**src/rtl/modulation_matrix_sum_defines.svh**
```systemverilog
// ----------------------------------------------------------------------------
// Modulation matrix sum assertion macros
// Concurrent assertion helpers used by the matrix sum engine. They expand to
// nothing when SYNTHESIS is defined.
// ----------------------------------------------------------------------------
`ifndef MODULATION_MATRIX_SUM_DEFINES_SVH
`define MODULATION_MATRIX_SUM_DEFINES_SVH

`ifndef SYNTHESIS

// Same-cycle implication.
`define MMS_ASSERT_IMP(label, clk, rst, lhs, rhs, msg) \
   label: assert property (@(posedge clk) disable iff (rst) (lhs) |-> (rhs)) \
      else $error(msg);

// Next-cycle implication.
`define MMS_ASSERT_NXT(label, clk, rst, lhs, rhs, msg) \
   label: assert property (@(posedge clk) disable iff (rst) (lhs) |=> (rhs)) \
      else $error(msg);

`else

`define MMS_ASSERT_IMP(label, clk, rst, lhs, rhs, msg)
`define MMS_ASSERT_NXT(label, clk, rst, lhs, rhs, msg)

`endif

`endif

```
**src/rtl/mms_pkg.sv**
```systemverilog
// ----------------------------------------------------------------------------
// Modulation matrix sum package
// Request codes, the queued command format and the engine state type.
// ----------------------------------------------------------------------------
package mms_pkg;

   typedef enum logic [1:0] {
      REQ_WRITE_SLOT   = 2'd0,
      REQ_WRITE_SOURCE = 2'd1,
      REQ_EVAL         = 2'd2,
      REQ_CLEAR        = 2'd3
   } req_kind_type;

   localparam int CMD_QUEUE_DEPTH = 4;

   // One classified request as it waits between the front end and the engine.
   // The value word (depth or source value) travels beside it in the queue.
   typedef struct packed {
      req_kind_type kind;
      logic [3:0]   index;   // slot index or source index
      logic [3:0]   source;  // source routed by a slot
      logic [4:0]   target;  // slot target or target to evaluate
      logic         active;
   } cmd_type;

   typedef enum logic [1:0] {
      ST_IDLE,
      ST_RUN,
      ST_DRAIN,
      ST_FINISH
   } eng_state_type;

endpackage

```
**src/rtl/mms_front.sv**
```systemverilog
// ----------------------------------------------------------------------------
// Modulation matrix sum front end
// Unpacks a request, range-checks its indexes and hands it to the command
// queue. Writes to slots or sources that do not exist are dropped here.
// ----------------------------------------------------------------------------
module mms_front #(
   parameter int  VALUE_BITS   = 16,
   parameter int  SLOT_COUNT   = 16,
   parameter int  SOURCE_COUNT = 11,
   localparam int REQ_BITS     = 23 + 2 * VALUE_BITS,
   localparam int REQ_TDATA_W  = ((REQ_BITS + 7) / 8) * 8
) (
   input  logic                   req_tvalid,
   output logic                   req_tready,
   input  logic [REQ_TDATA_W-1:0] req_tdata,
   input  logic [1:0]             req_tuser,
   input  logic                   queue_full,
   output logic                   queue_push,
   output mms_pkg::cmd_type       push_cmd,
   output logic [VALUE_BITS-1:0]  push_value
);

   localparam int OFF_DEPTH   = 13;
   localparam int OFF_ACTIVE  = 13 + VALUE_BITS;
   localparam int OFF_SRC_IDX = 14 + VALUE_BITS;
   localparam int OFF_SRC_VAL = 18 + VALUE_BITS;
   localparam int OFF_EVAL    = 18 + 2 * VALUE_BITS;

   mms_pkg::req_kind_type  kind;
   logic [3:0]             slot_index;
   logic [3:0]             slot_source;
   logic [4:0]             slot_target;
   logic [VALUE_BITS-1:0]  slot_depth;
   logic                   slot_active;
   logic [3:0]             source_index;
   logic [VALUE_BITS-1:0]  source_value;
   logic [4:0]             eval_target;
   logic                   keep;

   assign kind         = mms_pkg::req_kind_type'(req_tuser);
   assign slot_index   = req_tdata[3:0];
   assign slot_source  = req_tdata[7:4];
   assign slot_target  = req_tdata[12:8];
   assign slot_depth   = req_tdata[OFF_DEPTH +: VALUE_BITS];
   assign slot_active  = req_tdata[OFF_ACTIVE];
   assign source_index = req_tdata[OFF_SRC_IDX +: 4];
   assign source_value = req_tdata[OFF_SRC_VAL +: VALUE_BITS];
   assign eval_target  = req_tdata[OFF_EVAL +: 5];

   always_comb begin
      case (kind)
         mms_pkg::REQ_WRITE_SLOT: begin
            keep = 7'(slot_index) < 7'(SLOT_COUNT);
         end
         mms_pkg::REQ_WRITE_SOURCE: begin
            keep = 5'(source_index) < 5'(SOURCE_COUNT);
         end
         default: begin
            keep = 1'b1;
         end
      endcase
   end

   always_comb begin
      push_cmd.kind   = kind;
      push_cmd.index  = (kind == mms_pkg::REQ_WRITE_SOURCE) ? source_index : slot_index;
      push_cmd.source = slot_source;
      push_cmd.target = (kind == mms_pkg::REQ_EVAL) ? eval_target : slot_target;
      push_cmd.active = slot_active;
      push_value      = (kind == mms_pkg::REQ_WRITE_SOURCE) ? source_value : slot_depth;
   end

   assign req_tready = !queue_full;
   assign queue_push = req_tvalid && !queue_full && keep;

endmodule

```
**src/rtl/mms_cmd_fifo.sv**
```systemverilog
// ----------------------------------------------------------------------------
// Modulation matrix sum command queue
// Small first-in first-out buffer between the front end and the engine.
// ----------------------------------------------------------------------------
module mms_cmd_fifo #(
   parameter int WIDTH = 1,
   parameter int DEPTH = 4
) (
   input  logic             clock,
   input  logic             reset,
   input  logic             push,
   input  logic [WIDTH-1:0] push_data,
   output logic             full,
   input  logic             pop,
   output logic [WIDTH-1:0] pop_data,
   output logic             empty
);

   localparam int AW = (DEPTH > 1) ? $clog2(DEPTH) : 1;
   localparam int CW = $clog2(DEPTH + 1);

   logic [WIDTH-1:0] entry_ff [DEPTH];
   logic [AW-1:0]    wr_ptr_ff, wr_ptr_in;
   logic [AW-1:0]    rd_ptr_ff, rd_ptr_in;
   logic [CW-1:0]    count_ff, count_in;
   logic             do_push, do_pop;

   assign full     = count_ff == CW'(DEPTH);
   assign empty    = count_ff == '0;
   assign do_push  = push && !full;
   assign do_pop   = pop && !empty;
   assign pop_data = entry_ff[rd_ptr_ff];

   always_comb begin
      wr_ptr_in = wr_ptr_ff;
      rd_ptr_in = rd_ptr_ff;
      count_in  = count_ff;
      if (do_push) begin
         wr_ptr_in = (wr_ptr_ff == AW'(DEPTH - 1)) ? '0 : wr_ptr_ff + 1'b1;
      end
      if (do_pop) begin
         rd_ptr_in = (rd_ptr_ff == AW'(DEPTH - 1)) ? '0 : rd_ptr_ff + 1'b1;
      end
      if (do_push && !do_pop) begin
         count_in = count_ff + 1'b1;
      end else if (do_pop && !do_push) begin
         count_in = count_ff - 1'b1;
      end
   end

   always_ff @(posedge clock) begin
      if (reset) begin
         wr_ptr_ff <= '0;
         rd_ptr_ff <= '0;
         count_ff  <= '0;
      end else begin
         wr_ptr_ff <= wr_ptr_in;
         rd_ptr_ff <= rd_ptr_in;
         count_ff  <= count_in;
      end
   end

   always_ff @(posedge clock) begin
      if (do_push) begin
         entry_ff[wr_ptr_ff] <= push_data;
      end
   end

endmodule

```
**src/rtl/mms_engine.sv**
```systemverilog
// ----------------------------------------------------------------------------
// Modulation matrix sum engine
// Holds the slot and source tables, applies writes and clears, and runs the
// multiply-accumulate sweep over the slots for an evaluate.
// ----------------------------------------------------------------------------
`include "modulation_matrix_sum_defines.svh"

module mms_engine #(
   parameter int VALUE_BITS   = 16,
   parameter int SLOT_COUNT   = 16,
   parameter int SOURCE_COUNT = 11
) (
   input  logic                  clock,
   input  logic                  reset,
   input  logic                  cmd_empty,
   input  mms_pkg::cmd_type      cmd_head,
   input  logic [VALUE_BITS-1:0] cmd_value,
   output logic                  cmd_pop,
   output logic                  rsp_tvalid,
   input  logic                  rsp_tready,
   output logic [VALUE_BITS-1:0] rsp_data
);

   localparam int SLOT_AW = (SLOT_COUNT > 1) ? $clog2(SLOT_COUNT) : 1;
   localparam int SRC_AW  = (SOURCE_COUNT > 1) ? $clog2(SOURCE_COUNT) : 1;
   localparam int PROD_W  = 2 * VALUE_BITS;
   localparam int ACC_W   = PROD_W + $clog2(SLOT_COUNT) + 1;
   localparam logic signed [ACC_W-1:0] ROUND_ACC = ACC_W'(1 << (VALUE_BITS - 2));
   localparam logic signed [ACC_W-1:0] VMAX_ACC  = ACC_W'((1 << (VALUE_BITS - 1)) - 1);
   localparam logic signed [ACC_W-1:0] VMIN_ACC  = ~VMAX_ACC;

   // Slot memory; the active flags live in flip-flops so that reset and
   // clear-all can drop every route at once.
   logic [3:0]             slot_src_mem   [SLOT_COUNT];
   logic [4:0]             slot_tgt_mem   [SLOT_COUNT];
   logic [VALUE_BITS-1:0]  slot_depth_mem [SLOT_COUNT];

   logic                   slot_on_ff [SLOT_COUNT];
   logic                   slot_on_in [SLOT_COUNT];
   logic signed [VALUE_BITS-1:0] src_tbl_ff [SOURCE_COUNT];
   logic signed [VALUE_BITS-1:0] src_tbl_in [SOURCE_COUNT];

   mms_pkg::eng_state_type state_ff, state_in;
   logic [SLOT_AW-1:0]     cnt_ff, cnt_in;
   logic                   s1_valid_ff, s1_valid_in;
   logic                   s2_valid_ff, s2_valid_in;
   logic                   rsp_valid_ff, rsp_valid_in;
   logic [VALUE_BITS-1:0]  rsp_data_ff, rsp_data_in;
   logic [4:0]             tgt_ff, tgt_in;
   logic signed [ACC_W-1:0] acc_ff, acc_in;
   logic signed [PROD_W-1:0] prod_ff, prod_in;

   logic [3:0]             rd_src_ff;
   logic [4:0]             rd_tgt_ff;
   logic signed [VALUE_BITS-1:0] rd_depth_ff;
   logic                   rd_on_ff;

   logic                   slot_we;
   logic [SLOT_AW-1:0]     slot_wa;
   logic [SRC_AW-1:0]      src_wa;
   logic signed [VALUE_BITS-1:0] src_sel;
   logic signed [PROD_W-1:0] mult;
   logic                   match;
   logic signed [ACC_W-1:0] rounded;
   logic [VALUE_BITS-1:0]  clamped;

   assign slot_wa = SLOT_AW'(cmd_head.index);
   assign src_wa  = SRC_AW'(cmd_head.index);

   // Read, multiply and accumulate stages of the slot sweep.
   always_comb begin
      if (5'(rd_src_ff) < 5'(SOURCE_COUNT)) begin
         src_sel = src_tbl_ff[SRC_AW'(rd_src_ff)];
      end else begin
         src_sel = '0;
      end
   end

   assign match       = rd_on_ff && (rd_tgt_ff == tgt_ff);
   assign mult        = src_sel * rd_depth_ff;
   assign prod_in     = match ? mult : '0;
   assign s1_valid_in = state_ff == mms_pkg::ST_RUN;
   assign s2_valid_in = s1_valid_ff;

   // Round to nearest with ties upward, then saturate.
   assign rounded = (acc_ff + ROUND_ACC) >>> (VALUE_BITS - 1);

   always_comb begin
      if (rounded > VMAX_ACC) begin
         clamped = VMAX_ACC[VALUE_BITS-1:0];
      end else if (rounded < VMIN_ACC) begin
         clamped = VMIN_ACC[VALUE_BITS-1:0];
      end else begin
         clamped = rounded[VALUE_BITS-1:0];
      end
   end

   always_comb begin
      state_in     = state_ff;
      cnt_in       = cnt_ff;
      tgt_in       = tgt_ff;
      acc_in       = acc_ff;
      rsp_valid_in = rsp_valid_ff;
      rsp_data_in  = rsp_data_ff;
      slot_on_in   = slot_on_ff;
      src_tbl_in   = src_tbl_ff;
      cmd_pop      = 1'b0;
      slot_we      = 1'b0;

      if (rsp_valid_ff && rsp_tready) begin
         rsp_valid_in = 1'b0;
      end
      if (s2_valid_ff) begin
         acc_in = acc_ff + ACC_W'(prod_ff);
      end

      case (state_ff)
         mms_pkg::ST_IDLE: begin
            if (!cmd_empty) begin
               cmd_pop = 1'b1;
               case (cmd_head.kind)
                  mms_pkg::REQ_WRITE_SLOT: begin
                     slot_we             = 1'b1;
                     slot_on_in[slot_wa] = cmd_head.active;
                  end
                  mms_pkg::REQ_WRITE_SOURCE: begin
                     src_tbl_in[src_wa] = cmd_value;
                  end
                  mms_pkg::REQ_EVAL: begin
                     tgt_in   = cmd_head.target;
                     acc_in   = '0;
                     cnt_in   = '0;
                     state_in = mms_pkg::ST_RUN;
                  end
                  mms_pkg::REQ_CLEAR: begin
                     slot_on_in = '{default: 1'b0};
                     src_tbl_in = '{default: '0};
                  end
                  default: begin
                  end
               endcase
            end
         end
         mms_pkg::ST_RUN: begin
            if (cnt_ff == SLOT_AW'(SLOT_COUNT - 1)) begin
               state_in = mms_pkg::ST_DRAIN;
            end else begin
               cnt_in = cnt_ff + 1'b1;
            end
         end
         mms_pkg::ST_DRAIN: begin
            if (!s1_valid_ff && !s2_valid_ff) begin
               state_in = mms_pkg::ST_FINISH;
            end
         end
         mms_pkg::ST_FINISH: begin
            if (!rsp_valid_ff || rsp_tready) begin
               rsp_valid_in = 1'b1;
               rsp_data_in  = clamped;
               state_in     = mms_pkg::ST_IDLE;
            end
         end
         default: begin
            state_in = mms_pkg::ST_IDLE;
         end
      endcase
   end

   always_ff @(posedge clock) begin
      if (reset) begin
         state_ff     <= mms_pkg::ST_IDLE;
         cnt_ff       <= '0;
         s1_valid_ff  <= 1'b0;
         s2_valid_ff  <= 1'b0;
         rsp_valid_ff <= 1'b0;
         slot_on_ff   <= '{default: 1'b0};
         src_tbl_ff   <= '{default: '0};
      end else begin
         state_ff     <= state_in;
         cnt_ff       <= cnt_in;
         s1_valid_ff  <= s1_valid_in;
         s2_valid_ff  <= s2_valid_in;
         rsp_valid_ff <= rsp_valid_in;
         slot_on_ff   <= slot_on_in;
         src_tbl_ff   <= src_tbl_in;
      end
   end

   always_ff @(posedge clock) begin
      tgt_ff      <= tgt_in;
      acc_ff      <= acc_in;
      prod_ff     <= prod_in;
      rsp_data_ff <= rsp_data_in;
   end

   always_ff @(posedge clock) begin
      if (slot_we) begin
         slot_src_mem[slot_wa]   <= cmd_head.source;
         slot_tgt_mem[slot_wa]   <= cmd_head.target;
         slot_depth_mem[slot_wa] <= cmd_value;
      end
      rd_src_ff   <= slot_src_mem[cnt_ff];
      rd_tgt_ff   <= slot_tgt_mem[cnt_ff];
      rd_depth_ff <= slot_depth_mem[cnt_ff];
      rd_on_ff    <= slot_on_ff[cnt_ff];
   end

   assign rsp_tvalid = rsp_valid_ff;
   assign rsp_data   = rsp_data_ff;

   `MMS_ASSERT_NXT(a_eval_start, clock, reset,
      cmd_pop && cmd_head.kind == mms_pkg::REQ_EVAL,
      acc_ff == '0 && cnt_ff == '0 && state_ff == mms_pkg::ST_RUN,
      "evaluate did not start with a cleared accumulator")
   `MMS_ASSERT_IMP(a_drained, clock, reset, state_ff == mms_pkg::ST_FINISH,
      !s1_valid_ff && !s2_valid_ff, "sum finished with products still in flight")
   `MMS_ASSERT_NXT(a_rsp_origin, clock, reset,
      !rsp_valid_ff && state_ff != mms_pkg::ST_FINISH, !rsp_valid_ff,
      "response raised outside the finish step")
   `MMS_ASSERT_IMP(a_read_origin, clock, reset, s1_valid_ff,
      $past(state_ff == mms_pkg::ST_RUN), "slot read valid without a sweep")

endmodule

```
**src/rtl/modulation_matrix_sum.sv**
```systemverilog
// ----------------------------------------------------------------------------
// Modulation matrix sum
// Holds SLOT_COUNT routing slots and SOURCE_COUNT source values and sums
// source times depth over the active slots that route to a requested target,
// giving a rounded and saturated signed Q1.15 result. The front end takes one
// request per cycle while the four-entry command queue has room. The engine
// retires a slot write, source write or clear-all as it pops it from the queue;
// an evaluate holds the engine while it takes the command, while the single
// multiply-accumulate unit steps through the slot memory, while its read,
// multiply and accumulate stages drain, and during a round-and-clamp step,
// which stretches for as long as an earlier result still waits in the
// response register. Only evaluate requests produce a response; the response
// register lets the engine carry on with later requests while a result waits.
// ----------------------------------------------------------------------------
module modulation_matrix_sum #(
   parameter int  SLOT_COUNT   = 16,
   parameter int  SOURCE_COUNT = 11,
   parameter int  VALUE_BITS   = 16,
   localparam int REQ_BITS     = 23 + 2 * VALUE_BITS,
   localparam int REQ_TDATA_W  = ((REQ_BITS + 7) / 8) * 8,
   localparam int RSP_TDATA_W  = ((VALUE_BITS + 7) / 8) * 8
) (
   input  logic                   clock,
   input  logic                   reset,
   input  logic                   req_tvalid,
   output logic                   req_tready,
   // From bit 0 up: slot_index(4), slot_source(4), slot_target(5),
   // slot_depth(VALUE_BITS), slot_active(1), source_index(4),
   // source_value(VALUE_BITS), eval_target(5), zero fill.
   input  logic [REQ_TDATA_W-1:0] req_tdata,
   // req_type(2).
   input  logic [1:0]             req_tuser,
   output logic                   rsp_tvalid,
   input  logic                   rsp_tready,
   // From bit 0 up: mod_value(VALUE_BITS), zero fill.
   output logic [RSP_TDATA_W-1:0] rsp_tdata
);

   localparam int CMD_W   = $bits(mms_pkg::cmd_type);
   localparam int QUEUE_W = CMD_W + VALUE_BITS;

   logic                  queue_full;
   logic                  queue_push;
   mms_pkg::cmd_type      push_cmd;
   logic [VALUE_BITS-1:0] push_value;
   logic [QUEUE_W-1:0]    push_data;
   logic [QUEUE_W-1:0]    pop_data;
   logic                  queue_empty;
   logic                  queue_pop;
   mms_pkg::cmd_type      head_cmd;
   logic [VALUE_BITS-1:0] head_value;
   logic [VALUE_BITS-1:0] rsp_data;

   mms_front #(
      .VALUE_BITS   (VALUE_BITS),
      .SLOT_COUNT   (SLOT_COUNT),
      .SOURCE_COUNT (SOURCE_COUNT)
   ) u_front (
      .req_tvalid (req_tvalid),
      .req_tready (req_tready),
      .req_tdata  (req_tdata),
      .req_tuser  (req_tuser),
      .queue_full (queue_full),
      .queue_push (queue_push),
      .push_cmd   (push_cmd),
      .push_value (push_value)
   );

   assign push_data = {push_cmd, push_value};

   mms_cmd_fifo #(
      .WIDTH (QUEUE_W),
      .DEPTH (mms_pkg::CMD_QUEUE_DEPTH)
   ) u_queue (
      .clock     (clock),
      .reset     (reset),
      .push      (queue_push),
      .push_data (push_data),
      .full      (queue_full),
      .pop       (queue_pop),
      .pop_data  (pop_data),
      .empty     (queue_empty)
   );

   assign head_cmd   = pop_data[QUEUE_W-1:VALUE_BITS];
   assign head_value = pop_data[VALUE_BITS-1:0];

   mms_engine #(
      .VALUE_BITS   (VALUE_BITS),
      .SLOT_COUNT   (SLOT_COUNT),
      .SOURCE_COUNT (SOURCE_COUNT)
   ) u_engine (
      .clock      (clock),
      .reset      (reset),
      .cmd_empty  (queue_empty),
      .cmd_head   (head_cmd),
      .cmd_value  (head_value),
      .cmd_pop    (queue_pop),
      .rsp_tvalid (rsp_tvalid),
      .rsp_tready (rsp_tready),
      .rsp_data   (rsp_data)
   );

   assign rsp_tdata = RSP_TDATA_W'(rsp_data);

endmodule

```
**config.mk**
```make
export PLATFORM = sky130hd
export DESIGN_NAME = modulation_matrix_sum
export DESIGN_NICKNAME = d
export VERILOG_FILES = /design/src/rtl/mms_pkg.sv /design/src/rtl/mms_front.sv /design/src/rtl/mms_cmd_fifo.sv /design/src/rtl/mms_engine.sv /design/src/rtl/modulation_matrix_sum.sv
export VERILOG_INCLUDE_DIRS = /design/src /design/src/rtl
export SDC_FILE = /design/constraint.sdc
export NUM_CORES = 2
export LEC_CHECK = 0
export BUFFER_PORTS_ARGS = -buffer_cell sky130_fd_sc_hd__clkbuf_2
export CAP_MARGIN = 0
export CORE_MARGIN = 8
export CORE_UTILIZATION = 55
export DETAILED_ROUTE_END_ITERATION = 10
export PLACE_DENSITY = 0.8
export SYNTH_ARGS = -nofsm -noshare
export SYNTH_HDL_FRONTEND = slang
export SYNTH_SLANG_ARGS = --single-unit
```
**constraint.sdc**
```tcl
create_clock -name clock -period 9 [get_ports clock]
set_input_delay 1.8 -clock clock [delete_from_list [all_inputs] [get_ports clock]]
set_output_delay 1.8 -clock clock [all_outputs]
set_load 0.03 [all_outputs]
```
==> results_dict.tcl <==
set metrics [dict create \
    status "complete, no violations" \
    overflow 0 \
    ys_ff_latch 854 \
    clock_skew_ps 79.8 \
    drtPass1Iterations 6 \
    cts_resized 0 \
    cp_max_fo 18 \
    ys.flop_type "edfxtp_1" \
    h-tree-depth 3 \
    ir_drop_uv 226 \
    antenna_found_initial 2 \
    worstMarginPinSlew_ps 1160 \
    dp.cells 4455 \
    rows 105 \
    routedWlPerCell_um 22.8 \
    yosysSeqAreaShare_pct 49.9 \
    synth_warnings 0 \
    fin_crit_ps 8260 \
    cts_root_buffer "clkbuf_16" \
    viasPerCell 6.01 \
    hold_viol 0 \
    die_height_um 303 \
    critPathKind "register to register" \
    grt_pass1_wl_um 164000 \
    worstSetupStartpointType "register" \
    dp_hpwl_um 65000 \
    cap_violations 0 \
    totalWireLength_um 105000 \
    yosys.area_share.adder_pct 15.4 \
    fin_crit_sh_pct 91.7 \
    area_growth_pct 9.60 \
    synth_xor_xnor_area_share_pct 1.51 \
    top_level_ports 80 \
    final_nets 3933 \
    timing.fmax_ghz 0.121 \
    synth_cell_type_count 80 \
    synth_compound_area_share_pct 7.75 \
    slew_viol_final 0 \
    vias 27800 \
    placed_area_um2 46700 \
    cts_setup_buffers 0 \
    clk_pin_slew_ps 60 \
    finalPower_mw 11.0 \
    instances_no_fill 4616 \
    start_util_pct 55.4 \
    synthesis.instances 3424 \
    cts_hold_buf 0 \
    synthSimpleGateAreaFrac_pct 9.25 \
    layout_commonest_cell "edfxtp_1" \
    grt.total_usage_pct 23.0 \
    grt_pass1_vias 28800 \
    hold_ws_ps 467 \
    max_slew_margin_pct 22.9 \
    synthesis.area_um2 45300 \
    die_x_um 303 \
    mostFrequentLayoutCells "edfxtp_1 (549), inv_1 (322), nor2_1 (320)" \
    hold_path.class "register to register" \
    route.detailed.drc 0 \
    cts.sinks 854 \
    ant_nets 0 \
    critPathRequiredTime_ps 9530 \
    grt_max_degree 135 \
    powerDensity_nw_per_um2 221 \
    end_kind "register" \
    rsz0062_at_grt "false" \
    clk_latency_ps 680 \
    gp_congestion 0.856 \
    p_leak_nw 18.7 \
    synth_mux_area_share_pct 11.6 \
    fin_setup_tns_ps 0 \
    cts_buffers 86 \
    cts_tree "yes" \
    drive_gt1_share_pct 17.2 \
    synth_area_per_cell_um2 13.2 \
    cts_buffer_depth 3 \
    portBuffers 78 \
    core_area_um2 81800 \
    die_area_um2 91800 \
    synth_edf_count 549 \
    worstPathArrival_ps 8780 \
    syn_nets 3884 \
    first_iter_violations 2247 \
    final_cell_area_um2 49700 \
    synth_top_family_by_area "adder cells" \
    async_flop_share_pct 0 \
    setup_viol 0 \
]
[cell families (layout without fill, tap and decap cells)]
| group | count (synthesis) | after routing |
|---|---|---|
| adder cells (fa/ha/maj) | 398 | 398 |
| AND/OR/NAND/NOR | 836 | 836 |
| flip-flops | 854 | 854 |
| XOR/XNOR | 78 | 78 |
| other | 0 | 1 |
| buffers and inverters | 505 | 626 |
| AO/OA/AOI/OAI | 476 | 476 |
| multiplexers | 277 | 277 |
[synthesized netlist by cell type, types with 18 or more instances]
cell type	number	area, um^2
mux2i_1	57	571
clkbuf_1	85	319
dfxtp_1	305	6110
and2_1	72	450
a22oi_2	40	500
fa_1	264	5290
a21oi_1	65	325
buf_2	50	250
a22oi_1	152	1140
nand2b_1	67	419
inv_1	322	1210
a21o_1	31	233
buf_4	18	135
mux4_2	194	4370
nand2_1	126	473
ha_1	134	1680
mux2_2	25	282
nand3_1	27	135
edfxtp_1	549	16500
xnor2_1	44	385
nor2_1	320	1200
nor3_1	38	190
o21ai_0	79	395
nor2b_1	125	782
xor2_1	34	298
[flip-flops by register name, indices dropped and copies added (netlist names), 32 cells and up, named ones only]
signal and count:
u_engine.slot_src_mem 64, u_engine.slot_depth_mem 256, u_queue.entry_ff 128, u_engine.acc_ff 37
u_engine.prod_ff 32, u_engine.slot_tgt_mem 80, u_engine.src_tbl_ff 176
[layer usage]
metal	track usage [%]	vias to the layer above	part of all wire [%]	wire, um
li1	-	12200	-	-
met1	28.6	13900	38	39700
met2	39.4	1404	50	52500
met3	4.55	293	8.4	8800
met4	9.03	4	3.9	4140
met5	0	-	0.025	26
[power by group]
group | internal, mW | switching [mW] | leakage, nW
Sequential | 4.66 | 0.195 | 7.43
Combinational | 0.804 | 1.64 | 9.81
Clock | 2.08 | 1.57 | 1.42
[critical path, stage by stage, from the launching register on]
cell,delay (ps)
dfxtp_2,740
nor2b_1,620
buf_4,290
nand2_1,60
o21ai_0,90
nand2_1,80
o21ai_1,520
buf_4,280
nand2_1,70
fa_1,510
inv_1,50
fa_1,490
fa_1,570
fa_1,450
fa_1,500
inv_1,50
fa_1,470
inv_1,40
ha_1,340
and3_4,230
nor2b_1,130
a211o_1,120
a21oi_2,80
a311oi_4,410
a41o_1,280
o21ai_2,70
a21boi_1,200
mux2_4,310
[final timing paths]
check                                                startpoint                              end  slack (ps)  depth (start not counted)
worst max-delay path              u_engine.rd_src_ff[1]$_DFF_P_  u_engine.prod_ff[30]$_SDFF_PN0_         740                         27
worst min-delay path            u_engine.s1_valid_ff$_SDFF_PP0_  u_engine.s2_valid_ff$_SDFF_PP0_         470                          1
worst max register to register    u_engine.rd_src_ff[1]$_DFF_P_  u_engine.prod_ff[30]$_SDFF_PN0_         740                         27
worst min register to register  u_engine.s1_valid_ff$_SDFF_PP0_  u_engine.s2_valid_ff$_SDFF_PP0_         470                          1
[area by class of cell]
type / instances / area [um^2]
sequential: 854 / 22600
antenna: 1 / 2.50
timing repair buffer: 142 / 890
tap: 1070 / 1340
fill: 5861 / 32200
clock buffer: 116 / 2370
multi-input combinational: 2065 / 20700
inverter: 324 / 1220
clock inverter: 44 / 563
[stage by stage]
| stage | utilization, % | worst slack, ps |
|---|---|---|
| 2_1_floorplan | - | 1770 |
| 3_3_place_gp | 57.1 | 949 |
| 3_5_place_dp | 57.1 | 901 |
| 4_1_cts | 60.7 | 804 |
| 5_1_grt | 60.7 | 380 |
| 6_report | 60.7 | 744 |
(Power assumes the default switching activity.)
